**src/rtl/rar_pkg.sv**
```systemverilog
// ----------------------------------------------------------------------------
// rar_pkg
// shared constants for the rational arithmetic and reduction block
// ----------------------------------------------------------------------------
package rar_pkg;

	// default operand width of the input fractions
	localparam int OPERAND_WIDTH_DEF = 16;

	// width of the reduced result parts
	localparam int RES_WIDTH = 33;

	// result word: res_num, res_den, padded to whole bytes
	localparam int OUT_DATA_W = ((2 * RES_WIDTH + 7) / 8) * 8;
	localparam int OUT_PAD    = OUT_DATA_W - 2 * RES_WIDTH;

	// operation codes, unused codes fall back to reduce
	localparam logic [2:0] MODE_REDUCE = 3'd0;
	localparam logic [2:0] MODE_ADD    = 3'd1;
	localparam logic [2:0] MODE_SUB    = 3'd2;
	localparam logic [2:0] MODE_MUL    = 3'd3;
	localparam logic [2:0] MODE_DIV    = 3'd4;

endpackage

```
**src/rtl/rar_div.sv**
```systemverilog
// ----------------------------------------------------------------------------
// rar_div
// iterative signed divider, one quotient bit per cycle, truncating
// ----------------------------------------------------------------------------
module rar_div #(
	parameter int WIDTH = 33
) (
	input  logic                    clk,
	input  logic                    arst_n,
	input  logic                    start,
	input  logic signed [WIDTH-1:0] dividend,
	input  logic signed [WIDTH-1:0] divisor,
	output logic                    done,
	output logic signed [WIDTH-1:0] quotient,
	output logic signed [WIDTH-1:0] remainder
);

	localparam int CNT_W = $clog2(WIDTH + 1);

	logic             busy_q;
	logic             done_q;
	logic [CNT_W-1:0] cnt_q;
	logic [WIDTH-1:0] rem_q;
	logic [WIDTH-1:0] quo_q;
	logic [WIDTH-1:0] dsr_q;
	logic             qneg_q;
	logic             rneg_q;

	logic [WIDTH-1:0] dvd_u;
	logic [WIDTH-1:0] dsr_u;
	logic [WIDTH-1:0] dvd_mag;
	logic [WIDTH-1:0] dsr_mag;
	logic [WIDTH:0]   shifted;
	logic [WIDTH:0]   diff;

	assign dvd_u   = dividend;
	assign dsr_u   = divisor;
	assign dvd_mag = dvd_u[WIDTH-1] ? ~dvd_u + 1'b1 : dvd_u;
	assign dsr_mag = dsr_u[WIDTH-1] ? ~dsr_u + 1'b1 : dsr_u;

	// restoring step: bring in the next dividend bit, try the subtract
	assign shifted = {rem_q, quo_q[WIDTH-1]};
	assign diff    = shifted - {1'b0, dsr_q};

	always_ff @(posedge clk or negedge arst_n) begin
		if (!arst_n) begin
			busy_q <= 1'b0;
			done_q <= 1'b0;
			cnt_q  <= '0;
		end else begin
			// pulse after the last quotient bit
			done_q <= busy_q && !start && (cnt_q == CNT_W'(1));
			if (start) begin
				busy_q <= 1'b1;
				cnt_q  <= CNT_W'(WIDTH);
			end else if (busy_q) begin
				cnt_q <= cnt_q - 1'b1;
				if (cnt_q == CNT_W'(1)) begin
					busy_q <= 1'b0;
				end
			end
		end
	end

	always_ff @(posedge clk) begin
		if (start) begin
			rem_q  <= '0;
			quo_q  <= dvd_mag;
			dsr_q  <= dsr_mag;
			qneg_q <= dvd_u[WIDTH-1] ^ dsr_u[WIDTH-1];
			rneg_q <= dvd_u[WIDTH-1];
		end else if (busy_q) begin
			if (!diff[WIDTH]) begin
				rem_q <= diff[WIDTH-1:0];
				quo_q <= {quo_q[WIDTH-2:0], 1'b1};
			end else begin
				rem_q <= shifted[WIDTH-1:0];
				quo_q <= {quo_q[WIDTH-2:0], 1'b0};
			end
		end
	end

	// quotient sign from both operands, remainder sign from the dividend
	assign done      = done_q;
	assign quotient  = $signed(qneg_q ? ~quo_q + 1'b1 : quo_q);
	assign remainder = $signed(rneg_q ? ~rem_q + 1'b1 : rem_q);

endmodule

```
**src/rtl/rational_arithmetic_reduce.sv**
```systemverilog
// ----------------------------------------------------------------------------
// rational_arithmetic_reduce
// fraction add, subtract, multiply, divide or reduce, with euclid gcd reduction
// ----------------------------------------------------------------------------
// usage:
//   input words arrive on s_tvalid/s_tready/s_tdata/s_tuser; s_tuser carries
//   the operation code, s_tdata the two fractions. one result word leaves on
//   m_tvalid/m_tready/m_tdata/m_tuser for every input word; m_tuser flags a
//   raw result of 0/0, which is reported as 0/0.
// timing:
//   one word is worked on at a time; s_tready is high only while idle.
//   the raw fraction is built with one shared multiplier in ST_MUL_DEN,
//   ST_MUL_NUM and ST_MUL_X (then ST_ADD), then every euclid remainder and
//   the two final divisions go through one shared bit-serial divider of
//   2*OPERAND_WIDTH+1 bits. reduce copies the first fraction in ST_MUL_DEN
//   and skips the other products; multiply or divide skip ST_MUL_X and ST_ADD.
//   s_tready rises with m_tvalid. the number k of euclid steps is at most
//   about 1.5 * (2*OPERAND_WIDTH + 1).
// reset and stall:
//   arst_n returns the sequencer to idle and drops m_tvalid. a finished
//   result sits in the output register until taken; while it waits the block
//   still accepts and computes the next word, and holds its own result
//   until the output register frees up.
// ----------------------------------------------------------------------------
module rational_arithmetic_reduce
	import rar_pkg::*;
#(
	parameter int OPERAND_WIDTH = OPERAND_WIDTH_DEF
) (
	input  logic                                          clk,
	input  logic                                          arst_n,
	// input stream
	input  logic                                          s_tvalid,
	output logic                                          s_tready,
	// num_a, den_a, num_b, den_b
	input  logic [((4 * OPERAND_WIDTH + 7) / 8) * 8 - 1:0] s_tdata,
	// mode
	input  logic [2:0]                                    s_tuser,
	// output stream
	output logic                                          m_tvalid,
	input  logic                                          m_tready,
	// res_num, res_den, zero padding
	output logic [OUT_DATA_W-1:0]                         m_tdata,
	// zero_error
	output logic                                          m_tuser
);

	// raw results are exact at this width
	localparam int W  = OPERAND_WIDTH;
	localparam int RW = 2 * OPERAND_WIDTH + 1;

	typedef enum logic [3:0] {
		ST_IDLE,
		ST_MUL_DEN,
		ST_MUL_NUM,
		ST_MUL_X,
		ST_ADD,
		ST_GCD_INIT,
		ST_GCD_STEP,
		ST_GCD_WAIT,
		ST_QUO_NUM,
		ST_QUO_NUM_WAIT,
		ST_QUO_DEN,
		ST_QUO_DEN_WAIT,
		ST_OUT
	} state_t;

	state_t state_q;

	// captured operands
	logic [2:0]            mode_q;
	logic signed [W-1:0]   na_q;
	logic signed [W-1:0]   da_q;
	logic signed [W-1:0]   nb_q;
	logic signed [W-1:0]   db_q;

	// raw fraction, later overwritten by the reduced fraction
	logic signed [RW-1:0]  rn_q;
	logic signed [RW-1:0]  rd_q;
	logic signed [RW-1:0]  prod_q;

	// euclid working pair
	logic signed [RW-1:0]  n_q;
	logic signed [RW-1:0]  d_q;

	// output register payload
	logic [OUT_DATA_W-1:0] m_tdata_q;
	logic                  m_tuser_q;
	logic                  m_tvalid_q;

	logic                  in_fire;
	logic                  out_free;
	logic                  is_reduce;
	logic                  is_addsub;

	logic signed [W-1:0]   mul_a;
	logic signed [W-1:0]   mul_b;
	logic signed [2*W-1:0] mul_p;

	logic                  div_start;
	logic signed [RW-1:0]  div_dvd;
	logic signed [RW-1:0]  div_dsr;
	logic                  div_done;
	logic signed [RW-1:0]  div_quo;
	logic signed [RW-1:0]  div_rem;

	logic signed [RES_WIDTH-1:0] res_num;
	logic signed [RES_WIDTH-1:0] res_den;

	assign s_tready = (state_q == ST_IDLE);
	assign in_fire  = s_tvalid && s_tready;
	assign out_free = !m_tvalid_q || m_tready;

	assign is_addsub = (mode_q == MODE_ADD) || (mode_q == MODE_SUB);
	assign is_reduce = !is_addsub && (mode_q != MODE_MUL) && (mode_q != MODE_DIV);

	// shared multiplier, operands picked by the sequencer
	always_comb begin
		mul_a = da_q;
		mul_b = db_q;
		case (state_q)
			ST_MUL_DEN: begin
				mul_a = da_q;
				mul_b = (mode_q == MODE_DIV) ? nb_q : db_q;
			end
			ST_MUL_NUM: begin
				mul_a = na_q;
				mul_b = (mode_q == MODE_MUL) ? nb_q : db_q;
			end
			ST_MUL_X: begin
				mul_a = nb_q;
				mul_b = da_q;
			end
			default: begin
				mul_a = da_q;
				mul_b = db_q;
			end
		endcase
	end

	assign mul_p = mul_a * mul_b;

	// shared divider: euclid remainders, then the two reducing divisions
	always_comb begin
		div_start = 1'b0;
		div_dvd   = d_q;
		div_dsr   = n_q;
		case (state_q)
			ST_GCD_STEP: begin
				div_start = (n_q != '0);
				div_dvd   = d_q;
				div_dsr   = n_q;
			end
			ST_QUO_NUM: begin
				div_start = 1'b1;
				div_dvd   = rn_q;
				div_dsr   = d_q;
			end
			ST_QUO_DEN: begin
				div_start = 1'b1;
				div_dvd   = rd_q;
				div_dsr   = d_q;
			end
			default: begin
				div_start = 1'b0;
			end
		endcase
	end

	rar_div #(
		.WIDTH (RW)
	) u_div (
		.clk       (clk),
		.arst_n    (arst_n),
		.start     (div_start),
		.dividend  (div_dvd),
		.divisor   (div_dsr),
		.done      (div_done),
		.quotient  (div_quo),
		.remainder (div_rem)
	);

	// results wrap or sign extend to the output width
	assign res_num = RES_WIDTH'(rn_q);
	assign res_den = RES_WIDTH'(rd_q);

	// sequencer and output handshake
	always_ff @(posedge clk or negedge arst_n) begin
		if (!arst_n) begin
			state_q    <= ST_IDLE;
			m_tvalid_q <= 1'b0;
		end else begin
			// load a new result or drop the one just taken
			if ((state_q == ST_OUT) && out_free) begin
				m_tvalid_q <= 1'b1;
			end else if (m_tready) begin
				m_tvalid_q <= 1'b0;
			end
			case (state_q)
				ST_IDLE: begin
					if (in_fire) begin
						state_q <= ST_MUL_DEN;
					end
				end
				ST_MUL_DEN: begin
					state_q <= is_reduce ? ST_GCD_INIT : ST_MUL_NUM;
				end
				ST_MUL_NUM: begin
					state_q <= is_addsub ? ST_MUL_X : ST_GCD_INIT;
				end
				ST_MUL_X: begin
					state_q <= ST_ADD;
				end
				ST_ADD: begin
					state_q <= ST_GCD_INIT;
				end
				ST_GCD_INIT: begin
					state_q <= ST_GCD_STEP;
				end
				ST_GCD_STEP: begin
					if (n_q != '0) begin
						state_q <= ST_GCD_WAIT;
					end else if (d_q == '0) begin
						state_q <= ST_OUT;
					end else begin
						state_q <= ST_QUO_NUM;
					end
				end
				ST_GCD_WAIT: begin
					if (div_done) begin
						state_q <= ST_GCD_STEP;
					end
				end
				ST_QUO_NUM: begin
					state_q <= ST_QUO_NUM_WAIT;
				end
				ST_QUO_NUM_WAIT: begin
					if (div_done) begin
						state_q <= ST_QUO_DEN;
					end
				end
				ST_QUO_DEN: begin
					state_q <= ST_QUO_DEN_WAIT;
				end
				ST_QUO_DEN_WAIT: begin
					if (div_done) begin
						state_q <= ST_OUT;
					end
				end
				ST_OUT: begin
					if (out_free) begin
						state_q <= ST_IDLE;
					end
				end
				default: begin
					state_q <= ST_IDLE;
				end
			endcase
		end
	end

	// datapath registers
	always_ff @(posedge clk) begin
		case (state_q)
			ST_IDLE: begin
				if (in_fire) begin
					mode_q <= s_tuser;
					na_q   <= $signed(s_tdata[W-1:0]);
					da_q   <= $signed(s_tdata[2*W-1:W]);
					nb_q   <= $signed(s_tdata[3*W-1:2*W]);
					db_q   <= $signed(s_tdata[4*W-1:3*W]);
				end
			end
			ST_MUL_DEN: begin
				if (is_reduce) begin
					rn_q <= RW'(na_q);
					rd_q <= RW'(da_q);
				end else begin
					rd_q <= RW'(mul_p);
				end
			end
			ST_MUL_NUM: begin
				rn_q <= RW'(mul_p);
			end
			ST_MUL_X: begin
				prod_q <= RW'(mul_p);
			end
			ST_ADD: begin
				rn_q <= (mode_q == MODE_SUB) ? rn_q - prod_q : rn_q + prod_q;
			end
			ST_GCD_INIT: begin
				n_q <= rn_q;
				d_q <= rd_q;
			end
			ST_GCD_WAIT: begin
				// d, n <- n, d rem n
				if (div_done) begin
					d_q <= n_q;
					n_q <= div_rem;
				end
			end
			ST_QUO_NUM_WAIT: begin
				if (div_done) begin
					rn_q <= div_quo;
				end
			end
			ST_QUO_DEN_WAIT: begin
				if (div_done) begin
					rd_q <= div_quo;
				end
			end
			ST_OUT: begin
				// a zero gcd only comes from a 0/0 raw fraction, which already reads 0/0
				if (out_free) begin
					m_tdata_q <= {{OUT_PAD{1'b0}}, res_den, res_num};
					m_tuser_q <= (d_q == '0);
				end
			end
			default: begin
			end
		endcase
	end

	assign m_tvalid = m_tvalid_q;
	assign m_tdata  = m_tdata_q;
	assign m_tuser  = m_tuser_q;

endmodule
```
**config.mk**
```make
export PLATFORM = sky130hd
export DESIGN_NAME = rational_arithmetic_reduce
export DESIGN_NICKNAME = d
export VERILOG_FILES = /design/src/rtl/rar_pkg.sv /design/src/rtl/rar_div.sv /design/src/rtl/rational_arithmetic_reduce.sv
export SDC_FILE = /design/constraint.sdc
export NUM_CORES = 2
export LEC_CHECK = 0
export ABC_AREA = 1
export BUFFER_PORTS_ARGS = -buffer_cell sky130_fd_sc_hd__buf_2
export CAP_MARGIN = 15
export CORE_MARGIN = 4
export CORE_UTILIZATION = 64
export CTS_CLUSTER_DIAMETER = 200
export CTS_CLUSTER_SIZE = 10
export DETAILED_ROUTE_END_ITERATION = 8
export HOLD_SLACK_MARGIN = 0.03
export PLACE_DENSITY = 0.82
export SETUP_SLACK_MARGIN = 0.2
export SYNTH_ARGS = -nofsm -noshare
export SYNTH_HDL_FRONTEND = slang
export SYNTH_HIERARCHICAL = 1
export SYNTH_SLANG_ARGS = --single-unit
```
**constraint.sdc**
```tcl
create_clock -name clk -period 8.77 [get_ports clk]
set_clock_uncertainty 0.2 [all_clocks]
set_input_delay 0.877 -clock clk [delete_from_list [all_inputs] [get_ports clk]]
set_output_delay 0.877 -clock clk [all_outputs]
set_load 0.02 [all_outputs]
```
After elaboration in Yosys (flattened, before gate mapping). Cells that the tools add are included.

$mul: 1. Equality and inequality tests: 25. Bitwise logic cells: 5. $add $sub $neg: 8. Muxes and demuxes: 42. Reduce and logical (&&, ||, !) cells: 26.

Operator list (count): $mux 33 (13); $pmux 33 s2 (4); $add 33x1->33 const B (4); $not 33->33 (4); $pmux 33 s4 (1); $pmux 4 s13 (1); $pmux 16 s3 (1); $sub 34x33->34 (1); $add 33x32->33 (1); $logic_not 33->1 (1); $reduce_bool 33->1 (1); $sub 33x32->33 (1); $mul 16x16->32 (1); $mux 16 (2); $mux 32 (1); $pmux 16 s2 (1); $mux 4 (6); $eq 4x4->1 const B (5); $eq 4x3->1 const B (4); $mux 6 (2); $mux 3 (3); $eq 4x2->1 const B (2); $ne 2x1->1 const B (4); $reduce_and 2->1 (4); 21 further kinds (39).

Word-level logic and storage cells: 130. Input bits: 71. Register bits: 412. Output and inout bits: 75.

Depth between registers and ports, before layout.
Word-level depth: 7. Gate-level depth with buffers: 38. Gate-level depth less buffers: 36.

By module. Netlist, hierarchy kept.

By module, submodules not included: rational_arithmetic_reduce (instances 1, sequential area each 9073.7 sq um, area an instance 27153.5 sq um, cells an instance 3233); rar_div (instances 1, sequential area each 2902.8 sq um, area an instance 10480.1 sq um, cells an instance 1652).

Worst setup path before layout. No wires, ideal clock.

Path kind: reg-to-reg. Start point: register mode_q[0]. End point: register rd_q[31], data pin. Setup time: 0.253 ns. Buffers on the path: 2. Setup slack: 2.162 ns. Cell stages (with the launch flop): 31. Data required time: 8.317 ns. Period minus slack after synthesis: 6.608 ns. Arrival time: 6.154 ns. Path through: edfxtp_1 inv_1 nand3_1 buf_2 buf_2 o21ai_0 o2111ai_2 nand2_4 nor2_2 fa_1 fa_1 inv_1 fa_1 inv_1 fa_1 fa_1 fa_1 ha_1 nand2_1 inv_1 nand3_1 nor3b_1 nand2_1 inv_1 nor2_1 nand2_1 nand2_1 nand2_1 nand2_1 nand2_1 nand2_1.

Elaborated cells between the ends (all ways): 16. Classes of those cells: mul (1); eq/ne (6); mux (5); reduce/logical (4).

RTL lines: start: declaration (line rational_arithmetic_reduce.sv:71) `logic [2:0] mode_q;`; start signal: assignment (line rational_arithmetic_reduce.sv:267) `mode_q <= s_tuser;`; $eq 3x2->1 or $eq 3x3->1 (tied branches) (line rational_arithmetic_reduce.sv:128, rational_arithmetic_reduce.sv:124); $mux 16 (on tied branches) (line rational_arithmetic_reduce.sv:128, rational_arithmetic_reduce.sv:124); $pmux 16 s3 * (line rational_arithmetic_reduce.sv:121) `case (state_q)`; $mul 16x16->32 * (line rational_arithmetic_reduce.sv:141) `assign mul_p = mul_a * mul_b;`; named net mul_p[31] (line rational_arithmetic_reduce.sv:98) `logic signed [2*W-1:0] mul_p;`; $mux 33 * (line rational_arithmetic_reduce.sv:275) `if (is_reduce) begin`; $pmux 33 s2 * (line rational_arithmetic_reduce.sv:264) `case (state_q)`; end signal: assignment (line rational_arithmetic_reduce.sv:277) `rd_q <= RW'(da_q);`; end signal: assignment (line rational_arithmetic_reduce.sv:279) `rd_q <= RW'(mul_p);`; end signal: assignment (line rational_arithmetic_reduce.sv:309) `rd_q <= div_quo;`; end: declaration (line rational_arithmetic_reduce.sv:79) `logic signed [RW-1:0] rd_q;`.

The timed path passes the listed nets; every way through them passes the cells marked *. A chain may end at the register's enable or synchronous reset.

Worst setup path in the final report.
Start point: register state_q[3]. End point: register rd_q[17], data pin.

Cells in the longest elaborated chain, start to end: 5. Elaborated cells between the ends (all ways): 9. Classes of those cells: mul (1); eq/ne (4); mux (4).

Ends and longest elaborated chain: start: declaration (line rational_arithmetic_reduce.sv:68) `state_t state_q;`; start signal: assignment (line rational_arithmetic_reduce.sv:206) `state_q <= is_reduce ? ST_GCD_INIT : ST_MUL_NUM;`; start signal: assignment (line rational_arithmetic_reduce.sv:209) `state_q <= is_addsub ? ST_MUL_X : ST_GCD_INIT;`; $eq 4x2->1 or $eq 4x1->1 (tied branches) (line rational_arithmetic_reduce.sv:121); $pmux 16 s3 or $pmux 16 s2 (tied branches) (line rational_arithmetic_reduce.sv:121); $mul 16x16->32 * (line rational_arithmetic_reduce.sv:141); named net mul_p[17] (line rational_arithmetic_reduce.sv:98); $mux 33 * (line rational_arithmetic_reduce.sv:275); $pmux 33 s2 * (line rational_arithmetic_reduce.sv:264).

Marked as above.

==> out/results.tsv <==
metric	value	unit
synth_top_area_share	29.2	%
cp.arrival	8260	ps
netlist_area	37600	µm²
worstPathRequired	9010	ps
clk_path_buf_depth	3	
crit_path_end_kind	flop	
min_period	8010	ps
final-setup-viol-count	0	
synthFlopType	edfxtp_1	
crit_fanout	12	
core_area	57900	µm²
synthCells	4885	
grt_first_pass_wirelength	201000	µm
yosysUniqueCellTypes	61	
grt_max_degree	98	
fp.dieH	250	µm
grt_usage	42.0	%
drv_cap	0	
synth_common_cells	1353 x nand2_1, 833 x inv_1, 464 x nor2_1	
worst_pin_slew	1140	ps
avgSynthCellArea	7.70	µm²
antenna_found_initial	1	
clk_latency	600	ps
portBuffers	139	
cts_tree	built	
clk_pin_slew_worst_paths	60	ps
ys_top_cells_by_area	edfxtp_1 29%, fa_1 14%, nand2_1 13%, inv_1 8.3%, ha_1 5.1%	
die-area	62700	µm²
dr.pass1.iters	6	
critPathLaunch	state_q[3]$_DFFE_PN0P_	
hold_violations	0	
ys_seq_area_share	31.8	%
rows	88	
slew_viol_final	0	
clock-root-buffer	clkbuf_16	
critical_path_class	flop to flop	
r2r_start	state_q[3]$_DFFE_PN0P_	
fillCellCount	4855	
grt.overflow.total	0	
seq_area	12000	µm²
drive_above_1_share	7.52	%
remaining_drc_errors	0	
status	finished clean	
clock-sinks	412	
synth_largest_area_cell	edfxtp_1	
die_w	250	µm
startpoint_type	flop	
yosys_warnings	6	
vias	35100	
initial_core_util	65.0	%
ff2ff_path_depth	27	
drt-total-wl	134000	µm
cts_max_level	2	
relSlewSlack	23.3	%
fin_crit_sh	91.4	%
synthArstFlopShare	3.16	%
hold_depth	1	
cts_buffers	47	
final_antenna_net_count	0	
synth-seq-cells	412	
hold_path.class	input port to flop	
fin_hold_ws	264	ps
fin_tns_setup	0	ps
first_iter_violations	4501	
grt_pass1_vias	34500	
multi_input_area	21800	µm²
syn2layout_area_growth	7.13	%
max_clock_freq	0.125	GHz
dpl.hpwl	108000	µm
place_congestion	1.11	
synth-edff-count	366	
synth.most_common_cell	nand2_1	
nNetsFinal	5480	
rsz0062_at_grt	no	
post_drt_wl_per_cell	23.2	µm
viasPerCell	6.07	
min_from	s_tdata[48]	
io_pins	146	
-- metrics by stage --
stage               setup WS (ps)  area, µm²  utilization, %  cells
floorplan                    2160      37700               -   4890
global placement              787      39000            67.3   5704
detailed placement            808      39000            67.3   5704
CTS                           791      40300            69.6   5778
global route                  275      40300            69.6   5780
finish                        756      40300            69.6   5781
-- metal layers --
metal / share of wire [%] / track usage (%) / vias to the layer above
li1: - / - / 15700
met3: 11 / 9.64 / 555
met4: 7.5 / 25.0 / 0
met5: 0 / 0 / -
met1: 34 / 50.1 / 16600
met2: 47 / 69.9 / 2253
-- cell type report --
cell class,instances,area share [%]
flip-flops and latches,412,29.7
inverters,865,8.06
multi-input cells,3486,54.1
repair buffers,178,2.46
clock inverters,4,0.143
repair inverters,1,0.0124
diodes,1,0.00621
well taps,765,2.37
clock buffers,69,3.12
-- layout by cell type, fill, tap and decap left out, types with 9 or more instances in the layout --
cell	netlist	routed
nor2_4	5	9
inv_1	833	832
ha_1	154	154
o21ai_1	8	9
a31oi_1	10	10
buf_4	19	38
dfrtp_1	13	13
xor2_1	122	122
fa_1	264	264
xnor2_1	44	44
o211ai_1	21	21
nand3_1	287	287
nand2_1	1353	1352
nor2_1	464	457
nor2_2	17	21
a21oi_1	157	156
nand4_1	76	76
inv_2	30	30
or2_2	20	20
nor4_1	25	25
nor3_1	45	45
clkbuf_1	57	22
edfxtp_1	366	366
buf_2	36	139
dfxtp_1	33	33
clkbuf_16	0	47
nand3b_1	26	26
and2_1	15	15
a21o_1	9	9
a22oi_1	17	17
o21ai_0	220	218
o21bai_1	12	12
nand2_2	21	22
o21ai_2	15	15
o2111ai_1	11	11
-- logic make-up (layout without fill, tap and decap cells) --
kind of cell | Yosys count | after routing | synth area share (%)
flip-flops | 412 | 412 | 31.8
XOR/XNOR | 166 | 166 | 3.86
adder cells (fa/ha/maj) | 418 | 418 | 19.2
AND/OR/NAND/NOR | 2380 | 2381 | 26.8
other | 1 | 7 | 0.00996
buffers and inverters | 993 | 1117 | 10.5
AO/OA/AOI/OAI | 515 | 515 | 7.85
-- flip-flops by register name (all words and copies together) (netlist names), 33 cells and up --
register	cells
d_q	33
rd_q	33
u_div/dsr_q	33
u_div/quo_q	33
n_q	33
u_div/rem_q	33
res_num	33
m_tdata	66
-- final timing paths --
check / slack [ps] / end
worst max-delay path: 760 / rd_q[17]$_DFFE_PP_
worst min-delay path: 260 / db_q[0]$_DFFE_PP_
worst max register to register: 760 / rd_q[17]$_DFFE_PP_
worst min register to register: 280 / u_div/rem_q[15]$_SDFFE_PP0P_
max in group asynchronous: 7550 / u_div/cnt_q[4]$_DFFE_PN0P_
min in group asynchronous: 530 / state_q[1]$_DFFE_PN0P_
-- critical path: stages, from the launching register on --
cell	delay (ps)
dfrtp_1	410
nor2_2	220
inv_2	150
nor2_2	100
buf_4	250
clkinvlp_2	460
a21oi_1	280
o211ai_1	120
nand2_1	340
inv_1	290
nand2_1	140
fa_1	430
fa_1	490
inv_1	50
fa_1	490
fa_1	430
fa_1	490
inv_1	50
fa_1	580
inv_1	70
ha_1	330
nand2_1	130
inv_1	50
a21oi_1	310
nand3_1	170
xor2_1	540
nand2_1	110
a21oi_1	170
-- what timing repair did --
action                                  4_1_cts  5_1_grt
setup buffers                                 0        0
resized for setup                             0        1
hold buffers                                  1        0
hold endpoints to repair                     13        0
endpoints found under the setup margin        0        7
Power is not shown: default switching activity piles up to over one toggle a cycle in this logic, so the estimate is an artifact.
